## config.mk

```make
export PLATFORM = sky130hd
export DESIGN_NAME = spi_slave_command_responder_flat
export DESIGN_NICKNAME = d
export VERILOG_FILES = /design/src/hdl/scr_pkg.sv /design/src/hdl/scr_if.sv /design/src/hdl/spi_slave_command_responder.sv /design/src/flat_wrapper.sv
export SDC_FILE = /design/constraint.sdc
export NUM_CORES = 1
export LEC_CHECK = 0
export BUFFER_PORTS_ARGS = -buffer_cell sky130_fd_sc_hd__buf_2
export CORE_MARGIN = 2
export CORE_UTILIZATION = 45
export CTS_BUF_LIST = sky130_fd_sc_hd__clkbuf_4
export DETAILED_ROUTE_END_ITERATION = 8
export GPL_TIMING_DRIVEN = 1
export PLACE_DENSITY = 0.67
export SYNTH_ARGS = -nofsm -noshare
export SYNTH_HDL_FRONTEND = slang
export SYNTH_SLANG_ARGS = --single-unit
```

## constraint.sdc

```tcl
create_clock -name clk_i -period 11.63 [get_ports clk_i]
set_input_delay 0.5815 -clock clk_i [delete_from_list [all_inputs] [get_ports clk_i]]
set_output_delay 0.5815 -clock clk_i [all_outputs]
set_load 0.1 [all_outputs]
```

## src/hdl/scr_pkg.sv

```systemverilog
// Package for the SPI slave command responder.
// Holds the protocol character codes and the motor command encoding.
// No dependencies.
`timescale 1ns / 1ps
`default_nettype none

package scr_pkg;

  localparam logic [7:0] ChStart  = 8'h73;
  localparam logic [7:0] ChDHead  = 8'h48;
  localparam logic [7:0] ChLinAcc = 8'h58;
  localparam logic [7:0] ChYAcc   = 8'h79;
  localparam logic [7:0] ChHead   = 8'h54;
  localparam logic [7:0] ChOne    = 8'h31;
  localparam logic [7:0] ChTwo    = 8'h32;
  localparam logic [7:0] ChThree  = 8'h33;
  localparam logic [7:0] ChFour   = 8'h34;
  localparam logic [7:0] ChIrL    = 8'h6C;
  localparam logic [7:0] ChIrR    = 8'h72;
  localparam logic [7:0] ChCmd    = 8'h43;
  localparam logic [7:0] ChFwd    = 8'h66;
  localparam logic [7:0] ChBack   = 8'h42;
  localparam logic [7:0] ChHalt   = 8'h68;
  localparam logic [7:0] ChRotL   = 8'h4C;
  localparam logic [7:0] ChRotR   = 8'h52;
  localparam logic [7:0] ChEnd    = 8'h65;
  localparam logic [7:0] ChDummy  = 8'h5F;
  localparam logic [7:0] ChAck    = 8'h21;
  localparam logic [7:0] ChErr    = 8'h62;
  localparam logic [7:0] ChEndAck = 8'h64;

  typedef enum logic [2:0] {
    MotNone  = 3'd0,
    MotFwd   = 3'd1,
    MotBack  = 3'd2,
    MotHalt  = 3'd3,
    MotLeft  = 3'd4,
    MotRight = 3'd5
  } motor_cmd_e;

endpackage

`default_nettype wire

```

## src/hdl/scr_if.sv

```systemverilog
// Valid/ready channel interfaces for the SPI slave command responder.
// One interface for the received byte with sensor snapshots, one for the reply.
// No dependencies.
`timescale 1ns / 1ps
`default_nettype none

interface scr_in_if;
  logic        valid;
  logic        ready;
  logic [7:0]  rx_byte;
  logic [31:0] lacc_word;
  logic [31:0] y_accel_word;
  logic [31:0] heading_word;
  logic [7:0]  calib_status;
  logic [7:0]  ir_left;
  logic [7:0]  ir_right;
  logic [2:0]  motor_state_now;

  modport source (
    output valid, rx_byte, lacc_word, y_accel_word, heading_word,
           calib_status, ir_left, ir_right, motor_state_now,
    input  ready
  );
  modport sink (
    input  valid, rx_byte, lacc_word, y_accel_word, heading_word,
           calib_status, ir_left, ir_right, motor_state_now,
    output ready
  );
endinterface

interface scr_out_if;
  logic        valid;
  logic        ready;
  logic [7:0]  tx_byte;
  logic [2:0]  motor_command;
  logic        motor_change;
  logic [31:0] heading_target;

  modport source (
    output valid, tx_byte, motor_command, motor_change, heading_target,
    input  ready
  );
  modport sink (
    input  valid, tx_byte, motor_command, motor_change, heading_target,
    output ready
  );
endinterface

`default_nettype wire

```

## src/hdl/spi_slave_command_responder.sv

```systemverilog
// SPI slave command responder: decodes one received byte per beat and forms the reply.
// Depends on scr_pkg and the channel interfaces in scr_if.sv.
// Each accepted input beat goes through the input register, then the result register.
// Throughput: one beat per cycle while the reply side is not stalled, set by the single decode
// pass between the two registers; the message state updates as each beat is decoded.
// Reset (asynchronous, active low) empties both stages and clears all message state.
`timescale 1ns / 1ps
`default_nettype none

module spi_slave_command_responder
  import scr_pkg::*;
#(
  parameter int MSG_BUFFER_BYTES = 10
) (
  input  wire       clk_i,
  input  wire       rst_ni,
  scr_in_if.sink    in_i,
  scr_out_if.source out_o
);

  localparam int PosW = $clog2(MSG_BUFFER_BYTES);
  localparam logic [PosW-1:0] PosLast = PosW'(MSG_BUFFER_BYTES - 1);

  // Input stage
  logic        s1_vld_q;
  logic [7:0]  rx_q;
  logic [31:0] lin_q, yac_q, hdg_q;
  logic [7:0]  calib_q, irl_q, irr_q;
  logic [2:0]  now_q;
  logic        s1_adv;

  // Message state
  logic [PosW-1:0] pos_q, pos_d;
  logic [7:0]      lead_q, lead_d;
  logic [7:0]      req_q, req_d;
  logic [1:0]      hidx_q, hidx_d;
  logic [31:0]     htgt_q, htgt_d;

  // Result stage
  logic        out_vld_q;
  logic [7:0]  tx_q, tx_d;
  motor_cmd_e  cmd_q, cmd_d;
  logic        chg_q, chg_d;

  logic [PosW-1:0] pos_a, pos_n;
  logic            vstart, vcmd, vlin, vy, vhd, vdh;
  logic [1:0]      didx;
  logic [4:0]      bshift;

  assign s1_adv     = !out_vld_q || out_o.ready;
  assign in_i.ready = !s1_vld_q || s1_adv;

  always_comb begin
    pos_a = (rx_q == ChStart) ? '0 : pos_q;
    if (pos_a >= PosLast) begin
      pos_a = '0;
    end
    lead_d = lead_q;
    req_d  = req_q;
    if (pos_a == '0) begin
      lead_d = rx_q;
    end else if (pos_a == PosW'(1)) begin
      req_d = rx_q;
    end
    pos_n  = pos_a + PosW'(1);
    vstart = (lead_d == ChStart);
    vcmd   = 1'b0;
    vlin   = 1'b0;
    vy     = 1'b0;
    vhd    = 1'b0;
    vdh    = 1'b0;
    if (pos_n > PosW'(1)) begin
      vcmd = vstart && (req_d == ChCmd);
      vlin = vstart && (req_d == ChLinAcc);
      vy   = vstart && (req_d == ChYAcc);
      vhd  = vstart && (req_d == ChHead);
      vdh  = vstart && (req_d == ChDHead) && (pos_n < PosW'(7)) && (pos_n > PosW'(2));
    end

    didx   = 2'(rx_q - ChOne);
    bshift = {didx, 3'b000};
    hidx_d = hidx_q;
    htgt_d = htgt_q;
    cmd_d  = MotNone;
    tx_d   = ChErr;

    if (vdh) begin
      htgt_d = (htgt_q & ~(32'hFF << {hidx_q, 3'b000})) | ({24'd0, rx_q} << {hidx_q, 3'b000});
      hidx_d = hidx_q + 2'd1;
      tx_d   = rx_q;
    end else begin
      unique case (rx_q) inside
        ChStart: tx_d = ChAck;
        ChLinAcc, ChYAcc, ChHead: begin
          if (vstart && pos_n == PosW'(2)) tx_d = calib_q;
        end
        ChDHead, ChCmd: begin
          if (vstart && pos_n == PosW'(2)) tx_d = ChAck;
        end
        ChOne, ChTwo, ChThree, ChFour: begin
          if (pos_n == PosW'(didx) + PosW'(3)) begin
            if (vlin) tx_d = 8'(lin_q >> bshift);
            else if (vy) tx_d = 8'(yac_q >> bshift);
            else if (vhd) tx_d = 8'(hdg_q >> bshift);
          end
        end
        ChIrL: begin
          if (vstart && pos_n == PosW'(2)) tx_d = irl_q;
        end
        ChIrR: begin
          if (vstart && pos_n == PosW'(3)) tx_d = irr_q;
        end
        ChFwd, ChBack, ChHalt, ChRotL, ChRotR: begin
          if (vcmd && pos_n == PosW'(3)) begin
            tx_d = rx_q;
            if (rx_q == ChFwd) cmd_d = MotFwd;
            else if (rx_q == ChBack) cmd_d = MotBack;
            else if (rx_q == ChHalt) cmd_d = MotHalt;
            else if (rx_q == ChRotL) cmd_d = MotLeft;
            else cmd_d = MotRight;
          end
        end
        ChEnd: begin
          if (vstart && (pos_n == PosW'(7) || pos_n == PosW'(4))) tx_d = ChEndAck;
        end
        ChDummy: tx_d = ChDummy;
        default: tx_d = ChErr;
      endcase
    end

    pos_d = (tx_d == ChErr || tx_d == ChDummy) ? '0 : pos_n;
    chg_d = (cmd_d != MotNone) && (cmd_d != motor_cmd_e'(now_q));
  end

  always_ff @(posedge clk_i or negedge rst_ni) begin
    if (!rst_ni) begin
      s1_vld_q  <= 1'b0;
      out_vld_q <= 1'b0;
      pos_q     <= '0;
      lead_q    <= '0;
      req_q     <= '0;
      hidx_q    <= '0;
      htgt_q    <= '0;
    end else begin
      if (in_i.ready) begin
        s1_vld_q <= in_i.valid;
      end
      if (s1_adv) begin
        out_vld_q <= s1_vld_q;
      end
      if (s1_vld_q && s1_adv) begin
        pos_q  <= pos_d;
        lead_q <= lead_d;
        req_q  <= req_d;
        hidx_q <= hidx_d;
        htgt_q <= htgt_d;
      end
    end
  end

  always_ff @(posedge clk_i) begin
    if (in_i.valid && in_i.ready) begin
      rx_q    <= in_i.rx_byte;
      lin_q   <= in_i.lacc_word;
      yac_q   <= in_i.y_accel_word;
      hdg_q   <= in_i.heading_word;
      calib_q <= in_i.calib_status;
      irl_q   <= in_i.ir_left;
      irr_q   <= in_i.ir_right;
      now_q   <= in_i.motor_state_now;
    end
    if (s1_vld_q && s1_adv) begin
      tx_q  <= tx_d;
      cmd_q <= cmd_d;
      chg_q <= chg_d;
    end
  end

  assign out_o.valid          = out_vld_q;
  assign out_o.tx_byte        = tx_q;
  assign out_o.motor_command  = cmd_q;
  assign out_o.motor_change   = chg_q;
  assign out_o.heading_target = htgt_q;

  // The message position always stays inside the buffer.
  a_pos_range: assert property (@(posedge clk_i) disable iff (!rst_ni)
    pos_q <= PosLast)
    else $error("message position beyond buffer");

  // A motor change is only ever flagged together with a decoded command.
  a_chg_cmd: assert property (@(posedge clk_i) disable iff (!rst_ni)
    out_vld_q && chg_q |-> cmd_q != MotNone)
    else $error("motor change without a command");

  // A decoded command is always echoed as the reply byte.
  a_cmd_echo: assert property (@(posedge clk_i) disable iff (!rst_ni)
    out_vld_q && cmd_q != MotNone |->
      (tx_q == ChFwd || tx_q == ChBack || tx_q == ChHalt || tx_q == ChRotL || tx_q == ChRotR))
    else $error("command not echoed");

  // The heading register only moves when a beat is decoded.
  a_htgt_hold: assert property (@(posedge clk_i) disable iff (!rst_ni)
    !(s1_vld_q && s1_adv) |=> $stable(htgt_q))
    else $error("heading target changed without a beat");

  // Error and dummy replies always restart the message.
  a_pos_clear: assert property (@(posedge clk_i) disable iff (!rst_ni)
    s1_vld_q && s1_adv && (tx_d == ChErr || tx_d == ChDummy) |=> pos_q == '0)
    else $error("position not cleared after error or dummy reply");

endmodule

`default_nettype wire

```

## src/flat_wrapper.sv

```systemverilog
// flat-port wrapper written by rule: the top's interface ports become plain ports
module spi_slave_command_responder_flat import scr_pkg::*;
#(
  parameter int MSG_BUFFER_BYTES = 10
)
  (clk_i, rst_ni, in_i_valid, in_i_rx_byte, in_i_lacc_word, in_i_y_accel_word, in_i_heading_word, in_i_calib_status, in_i_ir_left, in_i_ir_right, in_i_motor_state_now, in_i_ready, out_o_valid, out_o_tx_byte, out_o_motor_command, out_o_motor_change, out_o_heading_target, out_o_ready);
  scr_in_if in_i_i ();
  scr_out_if out_o_i ();
  input  wire clk_i;
  input  wire rst_ni;
  input wire logic [$bits(in_i_i.valid)-1:0] in_i_valid;
  input wire logic [$bits(in_i_i.rx_byte)-1:0] in_i_rx_byte;
  input wire logic [$bits(in_i_i.lacc_word)-1:0] in_i_lacc_word;
  input wire logic [$bits(in_i_i.y_accel_word)-1:0] in_i_y_accel_word;
  input wire logic [$bits(in_i_i.heading_word)-1:0] in_i_heading_word;
  input wire logic [$bits(in_i_i.calib_status)-1:0] in_i_calib_status;
  input wire logic [$bits(in_i_i.ir_left)-1:0] in_i_ir_left;
  input wire logic [$bits(in_i_i.ir_right)-1:0] in_i_ir_right;
  input wire logic [$bits(in_i_i.motor_state_now)-1:0] in_i_motor_state_now;
  output wire logic [$bits(in_i_i.ready)-1:0] in_i_ready;
  output wire logic [$bits(out_o_i.valid)-1:0] out_o_valid;
  output wire logic [$bits(out_o_i.tx_byte)-1:0] out_o_tx_byte;
  output wire logic [$bits(out_o_i.motor_command)-1:0] out_o_motor_command;
  output wire logic [$bits(out_o_i.motor_change)-1:0] out_o_motor_change;
  output wire logic [$bits(out_o_i.heading_target)-1:0] out_o_heading_target;
  input wire logic [$bits(out_o_i.ready)-1:0] out_o_ready;
  assign in_i_i.valid = in_i_valid;
  assign in_i_i.rx_byte = in_i_rx_byte;
  assign in_i_i.lacc_word = in_i_lacc_word;
  assign in_i_i.y_accel_word = in_i_y_accel_word;
  assign in_i_i.heading_word = in_i_heading_word;
  assign in_i_i.calib_status = in_i_calib_status;
  assign in_i_i.ir_left = in_i_ir_left;
  assign in_i_i.ir_right = in_i_ir_right;
  assign in_i_i.motor_state_now = in_i_motor_state_now;
  assign in_i_ready = in_i_i.ready;
  assign out_o_valid = out_o_i.valid;
  assign out_o_tx_byte = out_o_i.tx_byte;
  assign out_o_motor_command = out_o_i.motor_command;
  assign out_o_motor_change = out_o_i.motor_change;
  assign out_o_heading_target = out_o_i.heading_target;
  assign out_o_i.ready = out_o_ready;
  spi_slave_command_responder #(.MSG_BUFFER_BYTES(MSG_BUFFER_BYTES)) u_core (.clk_i(clk_i), .rst_ni(rst_ni), .in_i(in_i_i), .out_o(out_o_i));
endmodule
```

======== Word level (Yosys, flattened, before mapping) ========
Index checks and enable logic that the tools add are counted.
word-level totals
  bits of input ports ..................... 135
  register bits after elaboration ......... 199
  word-level logic and storage cells ...... 125
  output and inout port bits .............. 46
operators by class
  reduce and logical (&&, ||, !) cells .... 27
  muxes and demuxes ....................... 30
  equality and inequality tests ........... 34
  shifts and indexed selects .............. 5
  add/sub/neg operators ................... 4
  magnitude comparators ................... 4
  bitwise gates (word level) .............. 3
operators with widths
  cell                                                            count
  == test 8 x 7 -> 1 bit (second input constant)                  23
  two-way mux 8 bit                                               12
  >> shifter 32 x 5 -> 8 bit                                      3
  one-hot mux 8 bit (9 select lines)                              1
  bitwise AND 32 bit                                              1
  == test 8 x 6 -> 1 bit (second input constant)                  4
  NOT 32 bit                                                      1
  bitwise OR 32 bit                                               1
  left shift 8 x 5 -> 32 bit                                      1
  left shift 8 x 5 -> 32 bit (first input constant)               1
  two-way mux 3 bit                                               7
  logical AND 1 bit                                               14
  two-way mux 4 bit                                               3
  == test 4 x 2 -> 1 bit (second input constant)                  2
  == test 4 x 3 -> 1 bit (second input constant)                  2
  two-way mux 7 bit                                               1
  two-way mux 1 bit                                               6
  OR reduction 5 bit                                              1
  adder 4 x 1 -> 4 bit (second input constant)                    1
  == test 4 x 1 -> 1 bit (second input constant)                  1
  == test 4 bit                                                   1
  >= comparator 4 bit (second input constant)                     1
  greater-than comparator 4 x 1 -> 1 bit (second input constant)  1
  greater-than comparator 4 x 2 -> 1 bit (second input constant)  1
  other kinds (13)                                                17

======== Depth between registers and ports, before layout ========
  word-level depth ........................ 19
  depth in mapped cells ................... 19
  depth with buffers taken out ............ 18

======== Worst setup path before layout ========
OpenSTA, ideal clock, no wires.
  path type ............................... flip-flop to flip-flop
  start point ............................. reg u_core.out_vld_q, in the netlist u_core.out_o.valid
  end point ............................... reg u_core.calib_q[0], enable pin
  slack ................................... 6.262 ns
  arrival ................................. 4.863 ns
  clock period less this slack ............ 5.368 ns
  buffers on the path ..................... 0
  library setup time ...................... 0.505 ns
  stages on the path, launching flop included .. 3
  data required time ...................... 11.125 ns
  cell sequence ........................... dfrtp_1 -> nand3b_1 -> and2_1
on the way
  longest elaborated chain between the ends .. 4
ends and longest elaborated chain
  item                    line                                text
  from (decl)             spi_slave_command_responder.sv:40   logic out_vld_q;
  from (signal assigned)  spi_slave_command_responder.sv:149  out_vld_q <= s1_vld_q;
  logical NOT 1 bit       spi_slave_command_responder.sv:50   assign s1_adv = !out_vld_q || out_o.ready;
  logical OR 1 bit        spi_slave_command_responder.sv:50
  logical OR 1 bit        spi_slave_command_responder.sv:51   assign in_i.ready = !s1_vld_q || s1_adv;
  named net in_i_ready    flat_wrapper.sv:20                  output wire logic [$bits(in_i_i.ready)-1:0] in_i_ready;
  logical AND 1 bit       spi_slave_command_responder.sv:162  if (in_i.valid && in_i.ready) begin
  to (signal assigned)    spi_slave_command_responder.sv:167  calib_q <= in_i.calib_status;
  to (decl)               spi_slave_command_responder.sv:28   logic [7:0] calib_q, irl_q, irr_q;
The timed path passes the listed nets, and every way through them passes these cells.
A chain may end at the register's enable or synchronous reset.

======== Worst setup path in the final report ========
  start point ............................. reg u_core.rx_q[1]
  end point ............................... reg u_core.pos_q[2]
on the way
  longest elaborated chain between the ends .. 19
  elaborated cells between the ends (all ways) .. 84
  those cells by class .................... 3 x add/sub; 4 x order compare; 33 x eq/ne; 3 x shift; 23 x mux; 18 x reduce/logical
ends and longest elaborated chain
  item                                                          line                                text
  from (decl)                                                   spi_slave_command_responder.sv:26   logic [7:0] rx_q;
  from (signal assigned)                                        spi_slave_command_responder.sv:163  rx_q <= in_i.rx_byte;
  branches (longest 15 deep; another with >= comparator 4 bit)  -
  two-way mux 8 bit *                                           spi_slave_command_responder.sv:87   if (vdh) begin
  named net u_core.tx_d[1]                                      spi_slave_command_responder.sv:41   logic [7:0] tx_q, tx_d;
  == test 8 x 7 -> 1 bit                                        spi_slave_command_responder.sv:131  pos_d = (tx_d == ChErr || tx_d == ChDummy) ? '0 : pos_n;
  logical OR 1 bit *                                            spi_slave_command_responder.sv:131
  two-way mux 4 bit *                                           spi_slave_command_responder.sv:131
  to (signal assigned)                                          spi_slave_command_responder.sv:152  pos_q <= pos_d;
  to (decl)                                                     spi_slave_command_responder.sv:33   logic [PosW-1:0] pos_q, pos_d;
Mark *: on every way through the listed nets, which the timed path passes.

==> impl_metrics.yaml <==
worst_setup_path:
  worst_setup_path_start_kind: "flip-flop"
  worstSetupEndpointType: "flip-flop"
  crit_chain: "ha_1 -> or3b_1 -> nor2_1 -> nor2_1 -> nand2_1 -> inv_1 -> ha_1 -> and2_1 -> a32oi_1 -> nand2_1 -> nor4_1 -> nor2_1 -> nor3_1 -> nand4_1 -> o311a_1 -> nor4b_2 -> o31a_1 -> o21ai_2"
  slowest_stage: "edfxtp_1"
  path_class: "reg -> reg"
  critPathArrivalTime_ps: 6070
  required_ps: 12160
  worst_path_largest_cell_delay_ps: 770
  crit_path_max_fanout: 13
  path_common_cell: "nor2_1"
clock_network:
  cts_resized: 0
  cts_buffer_depth: 2
  cts_buffers: 17
  cts_max_level: 4
  clock_latency_ps: 590
  cts_sinks: 199
  cts.clk_slew.worst_paths_ps: 180
  hold_buffers: 0
  clockRootBuffer: "clkbuf_4"
  postCtsSetupBuffers: 0
  cts_tree: "yes"
placed_design:
  pre_cts_slack_ps: 6241
  dpl.cell_count: 1038
  portBuffers: 180
  place_hpwl_mm: 16.90
  dpl-instance-area_um2: 10250
  gp_congestion: 0.9840
timing:
  worst_pin_slew_ps: 990.2
  max_slew_margin_pct: 33.48
  post-route-period-util_pct: 47.60
  skew_ps: 25.40
  min_period_ps: 5536
  final.setup.tns_ps: 0
  drv_slew: 0
  setup_viol: 0
  setup_ws_ps: 6094
  fmax_mhz: 180.6
  rsz0062_at_grt: "no"
  hold_violations: 0
yosys:
  synthTopCellsByArea: "edfxtp_1 (47%), dfrtp_1 (15%), mux4_2 (6.0%)"
  synth-main-ff-cell: "edfxtp_1"
  synth-edff-count: 143
  yosys.area.top_type: "edfxtp_1"
  ys_types: 87
  synth_top_area_share_pct: 47.38
  synthesis.nets: 757
  netlist_instances: 609
  synth_area_um2: 9064
  synth.avg_cell_area_um2: 14.88
  yosysMostFrequentCell: "edfxtp_1"
  synth-seq-cells: 199
  ys_async_sr_fraction_pct: 28.14
  ys_seq_area_share_pct: 62.84
  ys_top_cells_by_count: "edfxtp_1 (143), dfrtp_1 (56), a22o_1 (36), nor2_1 (27), nand2_1 (26)"
  yosysWarnings: 0
cells_and_area:
  n_antenna_cell: 0
  final_cell_area_um2: 10570
  nets: 940
  multi_input_area_um2: 3202
  area_growth_pct: 16.65
  fillers: 1649
  instances_no_fill: 1070
  drive_above_1_share_pct: 36.40
  seqCellArea_um2: 5695
floorplan:
  core_um2: 19590
  die_x_um: 145.9
  fp.dieH_um: 145.9
  die-area_um2: 21290
  start_util_pct: 46.27
  ios: 181
  rows: 51
pwr:
  p_switching_uw: 453.5
  pwr-share-clk_pct: 26.2
  powerDensity_nw_per_um2: 139.4
  swShare_pct: 30.77
  seq_power_share_pct: 57.8
  p_leak_uw: 0.004196
  comb_power_share_pct: 16.0
  power.total_uw: 1473
  vdd_drop_max_v: 0.00008933
  p_int_uw: 1020
route:
  route.detailed.wl_per_inst_um: 21.73
  drc: 0
  ant_nets: 0
  viasPerCell: 5.852
  drt-total-wl_mm: 23.25
  firstDrtPassIters: 5
  vias: 6262
  drt_iter0_drc: 475
grt:
  grt_pass1_vias: 6563
  antenna_found_initial: 1
  gr-total-overflow: 0
  grt_first_pass_wirelength_mm: 36.58
  grt_util_all_layers_pct: 22.25
  grt_max_degree: 84
job:
  maxCapViolCount: 0
outcome:
  status: "finished clean"
hold_path:
  hp-class: "in -> async"
cell usage in the layout, fill, tap and decap left out, types with 5 or more instances in the layout:
master / instances
a21oi_1: 19
nand2b_1: 12
dfrtp_1: 56
nand2_1: 26
a22o_1: 36
inv_1: 17
o21ai_0: 6
buf_2: 180
a32oi_1: 5
nand3_1: 15
nor2b_1: 7
mux2_2: 18
mux4_2: 24
o21ai_1: 6
ha_1: 13
nand4_1: 15
a21o_1: 5
nor3_1: 9
a211oi_1: 6
and2_1: 5
a31oi_1: 6
clkinv_8: 5
edfxtp_1: 143
clkbuf_4: 17
nor2_1: 27
nor4_4: 5
buf_4: 8
path summary, 6_finish.rpt:
kind                                                   endpoint                             from  slack, ps  cells after the start
worst min register to register  u_core.out_o.heading_target[22]  u_core.out_o.heading_target[22]        520                      1
max in group asynchronous                       u_core.req_q[3]                           rst_ni      11090                      2
worst max register to register                  u_core.pos_q[2]                   u_core.rx_q[1]       6090                     18
worst max-delay path                            u_core.pos_q[2]                   u_core.rx_q[1]       6090                     18
worst min-delay path             u_core.out_o.heading_target[0]                           rst_ni         90                      2
min in group clk_i                              u_core.hdg_q[7]             in_i_heading_word[7]        140                      1
worst max-delay path: cells and delay by family (launching register included):
kind                     cells  cell delay (ps)
AO/OA/AOI/OAI                4              990
buffers and inverters        1              170
AND/OR/NAND/NOR             11             2820
adder cells (fa/ha/maj)      2              740
flip-flops                   1              770
power by group through the flow:
stage / clock (uW) / sequential (uW) / combinational [uW]
floorplan: 0 / 876 / 145
global placement: 0 / 865 / 231
detailed placement: 0 / 869 / 234
CTS: 397 / 853 / 235
global route: 426 / 860 / 254
finish: 386 / 852 / 235
layer usage:
layer | up-vias | share of wire, % | GRT usage [%]
met3 | 41 | 7.6 | 4.984
li1 | 2822 | - | -
met1 | 3087 | 42 | 29.28
met4 | 0 | 2.2 | 7.304
met2 | 312 | 48 | 36.84
met5 | - | 0 | 0
metrics by stage:
stage | hold WS [ps] | util [%]
6_report | 93.85 | 53.97
4_1_cts | 76.17 | 53.97
5_1_grt | 76.04 | 53.97
3_3_place_gp | 475.7 | 52.34
3_5_place_dp | 486.5 | 52.34
2_1_floorplan | 285.9 | -
cell families (layout without fill, tap and decap cells):
logic type | count (synthesis) | after routing | share of synthesized area, %
flip-flops | 199 | 199 | 62.84
AND/OR/NAND/NOR | 170 | 170 | 12.13
AO/OA/AOI/OAI | 133 | 133 | 11.83
multiplexers | 47 | 47 | 8.807
buffers and inverters | 41 | 237 | 1.864
adder cells (fa/ha/maj) | 13 | 13 | 1.795
XOR/XNOR | 6 | 6 | 0.7317
area by class of cell:
| class | instances | share of cell area (%) |
|---|---|---|
| sequential | 199 | 53.87 |
| multi-input combinational | 369 | 30.28 |
| timing repair buffer | 188 | 9.089 |
| tap | 265 | 3.136 |
| clock inverter | 15 | 1.811 |
| clock buffer | 17 | 1.207 |
| inverter | 17 | 0.6036 |
registers in the layout, summed over array words and instances, names as in the netlist, 8 cells and up:
signal / flops
u_core.lead_q: 8
u_core.lin_q: 32
u_core.yac_q: 32
u_core.out_o.heading_target: 32
u_core.out_o.tx_byte: 8
u_core.irl_q: 8
u_core.irr_q: 8
u_core.rx_q: 8
u_core.req_q: 8
u_core.hdg_q: 32
u_core.calib_q: 8
No activity file was read; power rests on OpenSTA's default activity.
